**src/bbsm_pkg.sv**
```systemverilog
// Package with the shared types, constants and codes of the band sort and merge block.
package bbsm_pkg;

    localparam int MAX_BANDS = 64;
    localparam int FILL_W    = $clog2(MAX_BANDS + 1);
    localparam logic [1:0] POL_MULTI = 2'd3;

    typedef enum logic [1:0] {
        OP_RECORD = 2'd0,
        OP_DONE   = 2'd1,
        OP_CLEAR  = 2'd2,
        OP_NOP    = 2'd3
    } opcode_t;

    typedef enum logic [1:0] {
        ST_IDLE,
        ST_WALK,
        ST_FLUSH
    } state_t;

    // One stored band.
    typedef struct packed {
        logic [3:0]  res;
        logic [15:0] start_bin;
        logic [15:0] span;
        logic [1:0]  pol;
        logic        excess;
        logic [15:0] pulses;
        logic [15:0] triplets;
        logic [15:0] max_pulses;
        logic [15:0] max_triplets;
    } band_t;

    // Control that every cell of the chain sees.
    typedef struct packed {
        logic insert;
        logic walk;
    } cell_ctl_t;

    // Control from the sequencer to the merge unit.
    typedef struct packed {
        logic take;
        logic first;
        logic flush;
    } merge_ctl_t;

endpackage

```
**src/bbsm_cell.sv**
```systemverilog
// One cell of the sorted chain: holds a band, shifts right on insert, left on walk.
module bbsm_cell (
    input  logic               clk,
    input  bbsm_pkg::cell_ctl_t ctl,
    input  logic               valid,
    input  bbsm_pkg::band_t    new_band,
    input  bbsm_pkg::band_t    left_band,
    input  logic               left_gt,
    input  bbsm_pkg::band_t    right_band,
    output bbsm_pkg::band_t    band,
    output logic               gt
);

    bbsm_pkg::band_t band_reg;
    bbsm_pkg::band_t band_next;

    // A held band with a strictly larger key moves aside for the new band.
    assign gt = valid && ({band_reg.res, band_reg.start_bin} >
                          {new_band.res, new_band.start_bin});

    // Next content of the cell.
    always_comb
    begin
        band_next = band_reg;
        if (ctl.insert)
        begin
            if (left_gt)
                band_next = left_band;
            else if (gt || !valid)
                band_next = new_band;
        end
        else if (ctl.walk)
        begin
            band_next = right_band;
        end
    end

    always_ff @(posedge clk)
    begin
        band_reg <= band_next;
    end

    assign band = band_reg;

endmodule

```
**config.mk**
```make
export PLATFORM = sky130hd
export DESIGN_NAME = bbsm_cell
export DESIGN_NICKNAME = d
export VERILOG_FILES = /design/src/bbsm_pkg.sv /design/src/bbsm_cell.sv
export SDC_FILE = /design/constraint.sdc
export NUM_CORES = 1
export LEC_CHECK = 0
export ABC_AREA = 1
export BUFFER_PORTS_ARGS = -buffer_cell sky130_fd_sc_hd__buf_4
export CAP_MARGIN = 20
export CELL_PAD_IN_SITES_DETAIL_PLACEMENT = 1
export CELL_PAD_IN_SITES_GLOBAL_PLACEMENT = 2
export CORE_MARGIN = 2
export CORE_UTILIZATION = 19
export DETAILED_ROUTE_END_ITERATION = 16
export GPL_TIMING_DRIVEN = 0
export MAX_ROUTING_LAYER = met4
export PLACE_DENSITY_LB_ADDON = 0.1
export SYNTH_ARGS = -nofsm -noshare
export SYNTH_HDL_FRONTEND = slang
export SYNTH_SLANG_ARGS = --single-unit
```
**constraint.sdc**
```tcl
create_clock -name clk -period 7.95 [get_ports clk]
set_input_delay 1.59 -clock clk [delete_from_list [all_inputs] [get_ports clk]]
set_output_delay 1.59 -clock clk [all_outputs]
set_load 0.05 [all_outputs]
```
==> impl_metrics.tcl <==
set metrics [dict create \
    yosysWarnings 0 \
    finalHoldViolCount 0 \
    worst-setup-path-type "in -> out" \
    syn_area_sq_um 5790 \
    cp.buffers_inverters 3 \
    gp_congestion 0.792 \
    setup-tns-final_ps 0 \
    dp_slack_ps 3340 \
    syn_nets 996 \
    cts_tree "yes" \
    fill_cells 3584 \
    antenna_left 0 \
    drive_above_1_share 0.442 \
    cts_resized 0 \
    synthTopCellsByArea "edfxtp_1, o21ai_0, nand2_1" \
    slew_violations 0 \
    multi_input_area_sq_um 2330 \
    syn_inst 662 \
    area.growth.synth_to_final_pct 70.1 \
    clock_latency_ps 360 \
    cellPowerDensity_nw_per_um2 187 \
    finalSetupViolCount 0 \
    worstPathRequired_ps 6360 \
    drtIter0Drc 274 \
    synth_cell_types 20 \
    period_needed_ps 4590 \
    fin_crit_sh 0.577 \
    final_nets 1427 \
    cts_htree_levels 3 \
    worst_slack_ps 3360 \
    worstSetupStartpointType "input port" \
    p_leak_nw 4.53 \
    path_max_fanout 2 \
    grt_setup_unrepaired "no" \
    clkSinkCount 103 \
    finalPower_w 0.00184 \
    grt_overflow_total 0 \
    relSlewSlack 0.378 \
    hold_path_class "reg -> reg" \
    grt.total_usage 0.181 \
    synth_top_cell_area_share 0.534 \
    boundaryPins 418 \
    postCtsSetupBuffers 0 \
    power.ir.vdd_worst_v 0.000108 \
    rows 63 \
    dp_hpwl_um 22900 \
    cp_data_arrival_time_ps 3000 \
    slowest_delay_ps 290 \
    regArea_sq_um 3090 \
    maxCapViolations 0 \
    cts-root-buf "clkbuf_16" \
    cts_buffers 9 \
    wl_per_cell_um 19.1 \
    die_y_um 179 \
    first_pass_iters 4 \
    wirelength_um 28400 \
    grt_pass1_vias 6963 \
    postLayoutCoreUtil 0.331 \
    crit_path_end_kind "output port" \
    ys_seq_area_frac 0.534 \
    crit_family "simple AND/OR/NAND/NOR gates" \
    grt_max_degree 26 \
    finalClockSkew_ps 13.7 \
    io_buffers 416 \
    start_util 0.194 \
    largest_register_ffs 103 \
    clock_path_buffers 2 \
    drc 0 \
    die_x_um 179 \
    coreArea_sq_um 29800 \
    fmax_mhz 218 \
    path_cells "buf_4, inv_1, ha_1, nand2_1, nor2_2, nand2_1, nor2_2, nand2_1, nand3_1, nand2_1, nor2_1, buf_4" \
    via_count 6331 \
    syn_avg_cell_area_sq_um 8.75 \
    avgViaCountPerCell 4.25 \
    antenna_found_initial 1 \
    synth-seq-cells 103 \
    status "finished, final reports clean" \
    ctsHoldBuffers 0 \
    cp_slowest_cell "ha_1" \
    dieArea_sq_um 31900 \
    cts.reportedPaths.clkPinSlew_ps 80 \
    grt_pass1_wl_um 41100 \
    tightest_slew_ps 931 \
    cp_common_cell "nand2_1" \
    synth_top_area_cell "edfxtp_1" \
]
==> logic make-up (layout without fill, tap and decap cells) <==
| group | Yosys count | after routing | synth area share |
|---|---|---|---|
| AND/OR/NAND/NOR | 246 | 246 | 0.170 |
| other | 0 | 1 | 0 |
| adder cells (fa/ha/maj) | 20 | 20 | 0.0432 |
| buffers and inverters | 77 | 512 | 0.0659 |
| flip-flops | 103 | 103 | 0.534 |
| AO/OA/AOI/OAI | 216 | 216 | 0.187 |
==> stage by stage <==
| stage | instances | hold slack, ps | cell area, sq um |
|---|---|---|---|
| 2_1_floorplan | 662 | 1780 | 5800 |
| 3_3_place_gp | 1468 | 1870 | 9410 |
| 3_5_place_dp | 1472 | 1240 | 9510 |
| 4_1_cts | 1487 | 1250 | 9850 |
| 5_1_grt | 1488 | 1330 | 9850 |
| 6_report | 1488 | 1200 | 9850 |
==> cells in the final DEF, fill, tap and decap left out, drive strengths merged <==
cell | netlist | layout
a21oi | 8 | 8
diode | 0 | 1
edfxtp | 103 | 103
o21ai | 207 | 207
bufinv | 0 | 3
nor3 | 1 | 1
buf | 20 | 440
nand4 | 1 | 1
nor2 | 111 | 111
nand3 | 1 | 1
inv | 33 | 36
ha | 20 | 20
clkbuf | 24 | 33
a21o | 1 | 1
nand2 | 132 | 132
==> path summary, 6_finish.rpt <==
kind | from | cells past startpoint | slack, ps | end
setup / recovery | new_band[102] | 12 | 3360 | gt
hold reg to reg | band[84] | 4 | 1200 | band[94]
setup reg to reg | band[94] | 12 | 4770 | band[32]
hold / removal | band[84] | 4 | 1200 | band[94]
==> routing by layer <==
layer,share of wire,track usage
met5,0,-
met4,0.031,0.0681
met3,0.095,0.0648
met2,0.49,0.301
met1,0.39,0.198
==> report_power, final <==
group	internal (W)	leakage, nW	switching [W]	total, W
combinational	0.000229	3.31	0.000373	0.000602
sequential	0.000671	1.05	0.0000218	0.000692
clock	0.000311	0.167	0.000236	0.000547
total	0.00121	4.53	0.000632	0.00184
==> final cells by class <==
class	count	share of cell area
Buffer	44	0.0259
Tap cell	390	0.0495
Timing Repair Buffer	420	0.327
Clock buffer	9	0.0229
Multi-Input combinational cell	482	0.236
Antenna cell	1	0.000254
Sequential cell	103	0.314
Inverter	33	0.0128
Clock inverter	6	0.0118
==> tightest hold or removal path, delay by kind of cell (launching register included) <==
kind,cells,cell delay [ps]
fa+ha+maj,1,150
flops,1,370
simple gates,2,240
compound gates,1,240
==> cell usage after synthesis, drive strengths merged <==
master and instances:
a21o 1, clkbuf 24, o21ai 207, nor2 111
nor3 1, inv 33, nand2 132, buf 20
nand4 1, ha 20, a21oi 8, edfxtp 103
nand3 1
(Power assumes the default switching activity.)
