### src/bbsm_pkg.sv
// Package with the shared types, constants and codes of the band sort and merge block.
package bbsm_pkg;

    localparam int MAX_BANDS = 64;
    localparam int FILL_W    = $clog2(MAX_BANDS + 1);
    localparam logic [1:0] POL_MULTI = 2'd3;

    typedef enum logic [1:0] {
        OP_RECORD = 2'd0,
        OP_DONE   = 2'd1,
        OP_CLEAR  = 2'd2,
        OP_NOP    = 2'd3
    } opcode_t;

    typedef enum logic [1:0] {
        ST_IDLE,
        ST_WALK,
        ST_FLUSH
    } state_t;

    // One stored band.
    typedef struct packed {
        logic [3:0]  res;
        logic [15:0] start_bin;
        logic [15:0] span;
        logic [1:0]  pol;
        logic        excess;
        logic [15:0] pulses;
        logic [15:0] triplets;
        logic [15:0] max_pulses;
        logic [15:0] max_triplets;
    } band_t;

    // Control that every cell of the chain sees.
    typedef struct packed {
        logic insert;
        logic walk;
    } cell_ctl_t;

    // Control from the sequencer to the merge unit.
    typedef struct packed {
        logic take;
        logic first;
        logic flush;
    } merge_ctl_t;

endpackage

### src/bbsm_merge.sv
// Merge unit: folds bands from the head of the chain and emits merged results.
module bbsm_merge (
    input  logic                 clk,
    input  logic                 rst_n,
    input  bbsm_pkg::merge_ctl_t ctl,
    input  bbsm_pkg::band_t      band,
    input  logic                 overflow_in,
    output logic                 out_valid,
    output logic [3:0]           out_res,
    output logic [16:0]          center_bin,
    output logic [15:0]          out_span,
    output logic [1:0]           out_pol,
    output logic [15:0]          out_pulses,
    output logic [15:0]          out_triplets,
    output logic [15:0]          out_max_pulses,
    output logic [15:0]          out_max_triplets,
    output logic                 out_excess,
    output logic                 overflow,
    output logic                 last
);

    bbsm_pkg::band_t cur_reg, cur_next;
    logic [16:0]     width_reg, width_next;

    logic            valid_reg, valid_next;
    logic            last_reg, last_next;
    logic            ovf_reg, ovf_next;
    logic [3:0]      res_reg, res_next;
    logic [16:0]     center_reg, center_next;
    logic [15:0]     span_reg, span_next;
    logic [1:0]      pol_reg, pol_next;
    logic [15:0]     pulses_reg, pulses_next;
    logic [15:0]     trip_reg, trip_next;
    logic [15:0]     maxp_reg, maxp_next;
    logic [15:0]     maxt_reg, maxt_next;
    logic            exc_reg, exc_next;

    logic [17:0] cur_end;
    logic [17:0] new_end;
    logic [17:0] max_end;
    logic [16:0] pulse_sum;
    logic        mergeable;
    logic        emit;

    // Overlap test and the grown band.
    always_comb
    begin
        cur_end   = {2'b0, cur_reg.start_bin} + {1'b0, width_reg};
        new_end   = {2'b0, band.start_bin} + {2'b0, band.span};
        max_end   = (new_end > cur_end) ? new_end : cur_end;
        pulse_sum = {1'b0, cur_reg.pulses} + {1'b0, band.pulses};
        mergeable = !ctl.first && (band.res == cur_reg.res) &&
                    (cur_end >= {2'b0, band.start_bin});
        emit      = (ctl.take && !ctl.first && !mergeable) || ctl.flush;
    end

    // Current band update.
    always_comb
    begin
        cur_next   = cur_reg;
        width_next = width_reg;
        if (ctl.take)
        begin
            if (mergeable)
            begin
                width_next     = max_end[16:0] - {1'b0, cur_reg.start_bin};
                cur_next.pulses = pulse_sum[16] ? 16'hFFFF : pulse_sum[15:0];
                if (cur_reg.pol != band.pol)
                    cur_next.pol = bbsm_pkg::POL_MULTI;
                cur_next.excess = cur_reg.excess | band.excess;
            end
            else
            begin
                cur_next   = band;
                width_next = {1'b0, band.span};
            end
        end
    end

    // Result register.
    always_comb
    begin
        valid_next  = emit;
        last_next   = ctl.flush;
        ovf_next    = overflow_in;
        res_next    = cur_reg.res;
        center_next = {1'b0, cur_reg.start_bin} + {1'b0, width_reg[16:1]};
        span_next   = width_reg[16] ? 16'hFFFF : width_reg[15:0];
        pol_next    = cur_reg.pol;
        pulses_next = cur_reg.pulses;
        trip_next   = cur_reg.triplets;
        maxp_next   = cur_reg.max_pulses;
        maxt_next   = cur_reg.max_triplets;
        exc_next    = cur_reg.excess;
    end

    always_ff @(posedge clk)
    begin
        cur_reg    <= cur_next;
        width_reg  <= width_next;
        ovf_reg    <= ovf_next;
        res_reg    <= res_next;
        center_reg <= center_next;
        span_reg   <= span_next;
        pol_reg    <= pol_next;
        pulses_reg <= pulses_next;
        trip_reg   <= trip_next;
        maxp_reg   <= maxp_next;
        maxt_reg   <= maxt_next;
        exc_reg    <= exc_next;
    end

    always_ff @(posedge clk or negedge rst_n)
    begin
        if (!rst_n)
        begin
            valid_reg <= 1'b0;
            last_reg  <= 1'b0;
        end
        else
        begin
            valid_reg <= valid_next;
            last_reg  <= last_next;
        end
    end

    assign out_valid        = valid_reg;
    assign last             = last_reg;
    assign overflow         = ovf_reg;
    assign out_res          = res_reg;
    assign center_bin       = center_reg;
    assign out_span         = span_reg;
    assign out_pol          = pol_reg;
    assign out_pulses       = pulses_reg;
    assign out_triplets     = trip_reg;
    assign out_max_pulses   = maxp_reg;
    assign out_max_triplets = maxt_reg;
    assign out_excess       = exc_reg;

endmodule

### config.mk
export PLATFORM = sky130hd
export DESIGN_NAME = bbsm_merge
export DESIGN_NICKNAME = d
export VERILOG_FILES = /design/src/bbsm_pkg.sv /design/src/bbsm_merge.sv
export SDC_FILE = /design/constraint.sdc
export NUM_CORES = 1
export LEC_CHECK = 0
export ABC_AREA = 1
export BUFFER_PORTS_ARGS = -buffer_cell sky130_fd_sc_hd__buf_2
export CAP_MARGIN = 20
export CORE_ASPECT_RATIO = 0.75
export CORE_MARGIN = 2
export CORE_UTILIZATION = 60
export CTS_CLUSTER_DIAMETER = 60
export CTS_CLUSTER_SIZE = 12
export DETAILED_ROUTE_END_ITERATION = 6
export PLACE_DENSITY_LB_ADDON = 0.2
export SYNTH_ARGS = -nofsm -noshare
export SYNTH_HDL_FRONTEND = slang
export SYNTH_SLANG_ARGS = --single-unit
### constraint.sdc
create_clock -name clk -period 11.3 [get_ports clk]
set_input_delay 0.565 -clock clk [delete_from_list [all_inputs] [get_ports clk]]
set_output_delay 0.565 -clock clk [all_outputs]
set_load 0.005 [all_outputs]
==> impl_metrics.tcl <==
set metrics [dict create \
    status "finished clean" \
    cp_data_required_time_ns 11.54 \
    synth_top_area_share 0.292 \
    dpl.hpwl_um 19600 \
    cp_slowest_stage_delay_ns 0.48 \
    yosysTopAreaCell "edfxtp_1" \
    place_area_mm2 0.0120 \
    post-route-util 0.719 \
    num-nets-final 1573 \
    cts_tree "built" \
    rr_endpoint "width_reg[10]" \
    worst_pin_slew_ns 0.928 \
    min_path_type "in2reg" \
    critPathCaptureType "register" \
    finalHoldViolCount 0 \
    slew_violations 0 \
    fin_area_mm2 0.0126 \
    finalPower_uw 2210 \
    syn-cell-area_mm2 0.0107 \
    synth_seq_area_share 0.493 \
    synth_edf_count 104 \
    top_usage_layer "met2" \
    arrival_ns 5.96 \
    synthCells 1115 \
    cts.htree.levels 1 \
    clk_pin_slew_worst_paths_ns 0.07 \
    irDropWorstVdd_v 0.0000897 \
    ys_async_sr_fraction 0.00948 \
    numPortBuffers 215 \
    rsz0062_at_grt "false" \
    min_path_cells 1 \
    synthFlopType "dfxtp_1" \
    synth_nets 1342 \
    r2r_start "cur_reg[88]" \
    setup_viol 0 \
    cp_common_cell "o21ai_0" \
    fin_skew_ns 0.0194 \
    core_area_mm2 0.0176 \
    p_leak_uw 0.00622 \
    place.gp.congestion 1.01 \
    grt_first_pass_wirelength_um 40500 \
    grt_max_degree 66 \
    use_met2 0.406 \
    p_per_area_mw_per_mm2 175 \
    grtUsageMet3 0.0610 \
    drive_above_1_share 0.205 \
    use_met1 0.399 \
    layout_min_cycle_time_ns 5.72 \
    worstSetupStartpointType "register" \
    cts-root-buf "clkbuf_16" \
    min_to "overflow" \
    yosys_warnings 0 \
    synthTopCellsByArea "edfxtp_1, dfxtp_1, ha_1, nand2_1, inv_1" \
    drt-initial-drc-count 699 \
    grt_pass1_vias 8065 \
    drc 0 \
    worst-r2r-setup-slack_ns 5.58 \
    ant_nets 0 \
    cts_sinks 211 \
    synth_common_cells "nand2_1, inv_1, ha_1" \
    cp_max_fo 25 \
    dieArea_mm2 0.0189 \
    die_y_um 120 \
    fmax_mhz 175 \
    area_delta_synth_final_pct 17.9 \
    num_vias 8442 \
    wire_per_inst_um 16.1 \
    max_slew_margin 0.381 \
    pin_count 216 \
    rows 42 \
    min_from "overflow_in" \
    clk_latency_ns 0.51 \
    cts_buffer_depth 3 \
    finalSetupTns_ns 0 \
    vias_per_cell 5.27 \
    first_pass_iters 6 \
    grt_use_total 0.273 \
    cts_buffers 21 \
    holdWs_ns 0.158 \
    criticalPathCategory "reg2reg" \
    wl_um 25800 \
    overflow 0 \
    post-route-period-util 0.506 \
    die_w_um 158 \
    synth.distinct_cells 48 \
    worst_r2r_path_depth 25 \
    synthMostInstantiatedCell "nand2_1" \
    avgSynthCellArea_um2 9.60 \
    cts_setup_buffers 0 \
    drv_cap 0 \
    synth-seq-cells 211 \
    cpMaxStageDelayCell "edfxtp_1" \
    antenna_found_initial 2 \
    initial_core_util 0.610 \
]
-- what timing repair did --
item	in CTS	in global routing
endpoints found under the setup margin	0	0
resized for setup	0	0
endpoints found under the hold margin	2	0
hold buffers	1	0
-- cells in the final DEF, fill, tap and decap left out, drive strengths merged, types with 3 or more instances in the layout --
| cell | count |
|---|---|
| o21ai | 65 |
| a31o | 3 |
| fa | 5 |
| dfxtp | 105 |
| xor2 | 43 |
| a21boi | 7 |
| a21oi | 75 |
| ha | 113 |
| or2 | 17 |
| nand4 | 6 |
| o21a | 3 |
| a211oi | 3 |
| clkbuf | 34 |
| nor2 | 42 |
| xnor2 | 25 |
| edfxtp | 104 |
| nand3b | 3 |
| nor4 | 4 |
| buf | 218 |
| o21bai | 5 |
| a31oi | 12 |
| nand2 | 268 |
| inv | 134 |
| a21o | 13 |
| nor3 | 4 |
| nand3 | 36 |
-- power breakdown --
part / switching, uW / leakage [uW] / internal, uW
Combinational: 417 / 0.00401 / 273
Clock: 280 / 0.000279 / 347
Sequential: 24.1 / 0.00193 / 870
-- through the flow --
step / worst slack (ns) / cells
after detailed placement: 5.48 / 1564
after global placement: 5.64 / 1564
after global routing: 5.00 / 1601
after floorplan: 6.00 / 1115
final: 5.58 / 1603
after CTS: 5.70 / 1601
-- worst max-delay path, delay by kind of cell (launching register included) --
family | cells | cell delay (ns)
xor gates and xnor gates | 2 | 0.57
adders and majority gates | 3 | 1.15
DFF | 1 | 0.48
AOI/OAI and AO/OA | 8 | 1.47
buffers and inverters | 2 | 0.39
and+or+nand+nor | 10 | 1.37
-- cell families (layout without fill, tap and decap cells) --
group | after synthesis | in the layout | share of synthesized area
flip-flops | 211 | 211 | 0.493
adder cells (fa/ha/maj) | 118 | 118 | 0.141
XOR/XNOR | 68 | 68 | 0.0556
buffers and inverters | 144 | 388 | 0.0559
AO/OA/AOI/OAI | 193 | 193 | 0.105
other | 0 | 2 | 0
AND/OR/NAND/NOR | 381 | 381 | 0.149
-- how the worst max path moves through the flow --
stage	startpoint	endpoint	slack [ns]	depth (start not counted)
6_report	cur_reg[88]	width_reg[10]	5.58	25
5_1_grt	cur_reg[83]	width_reg[10]	5.00	33
4_1_cts	cur_reg[83]	width_reg[10]	5.70	33
3_5_place_dp	band[83]	width_reg[10]	5.48	30
3_3_place_gp	band[85]	width_reg[10]	5.64	30
2_1_floorplan	cur_reg[83]	cur_reg[83]	6.00	24
-- layer usage --
metal | part of all wire | wire length (um)
met5 | 0 | 0
met3 | 0.099 | 2540
met2 | 0.42 | 10800
met4 | 0.030 | 778
met1 | 0.45 | 11700
-- final cells by class --
cell class	count	area, um2
diodes	2	5.00
clock buffers	34	574
clock inverters	2	16.3
fillers	1413	4930
inverters	133	502
multi-input cells	760	4840
flip-flops and latches	211	5280
well taps	242	303
repair buffers	219	1110
Power figures use the tool's default switching activity.
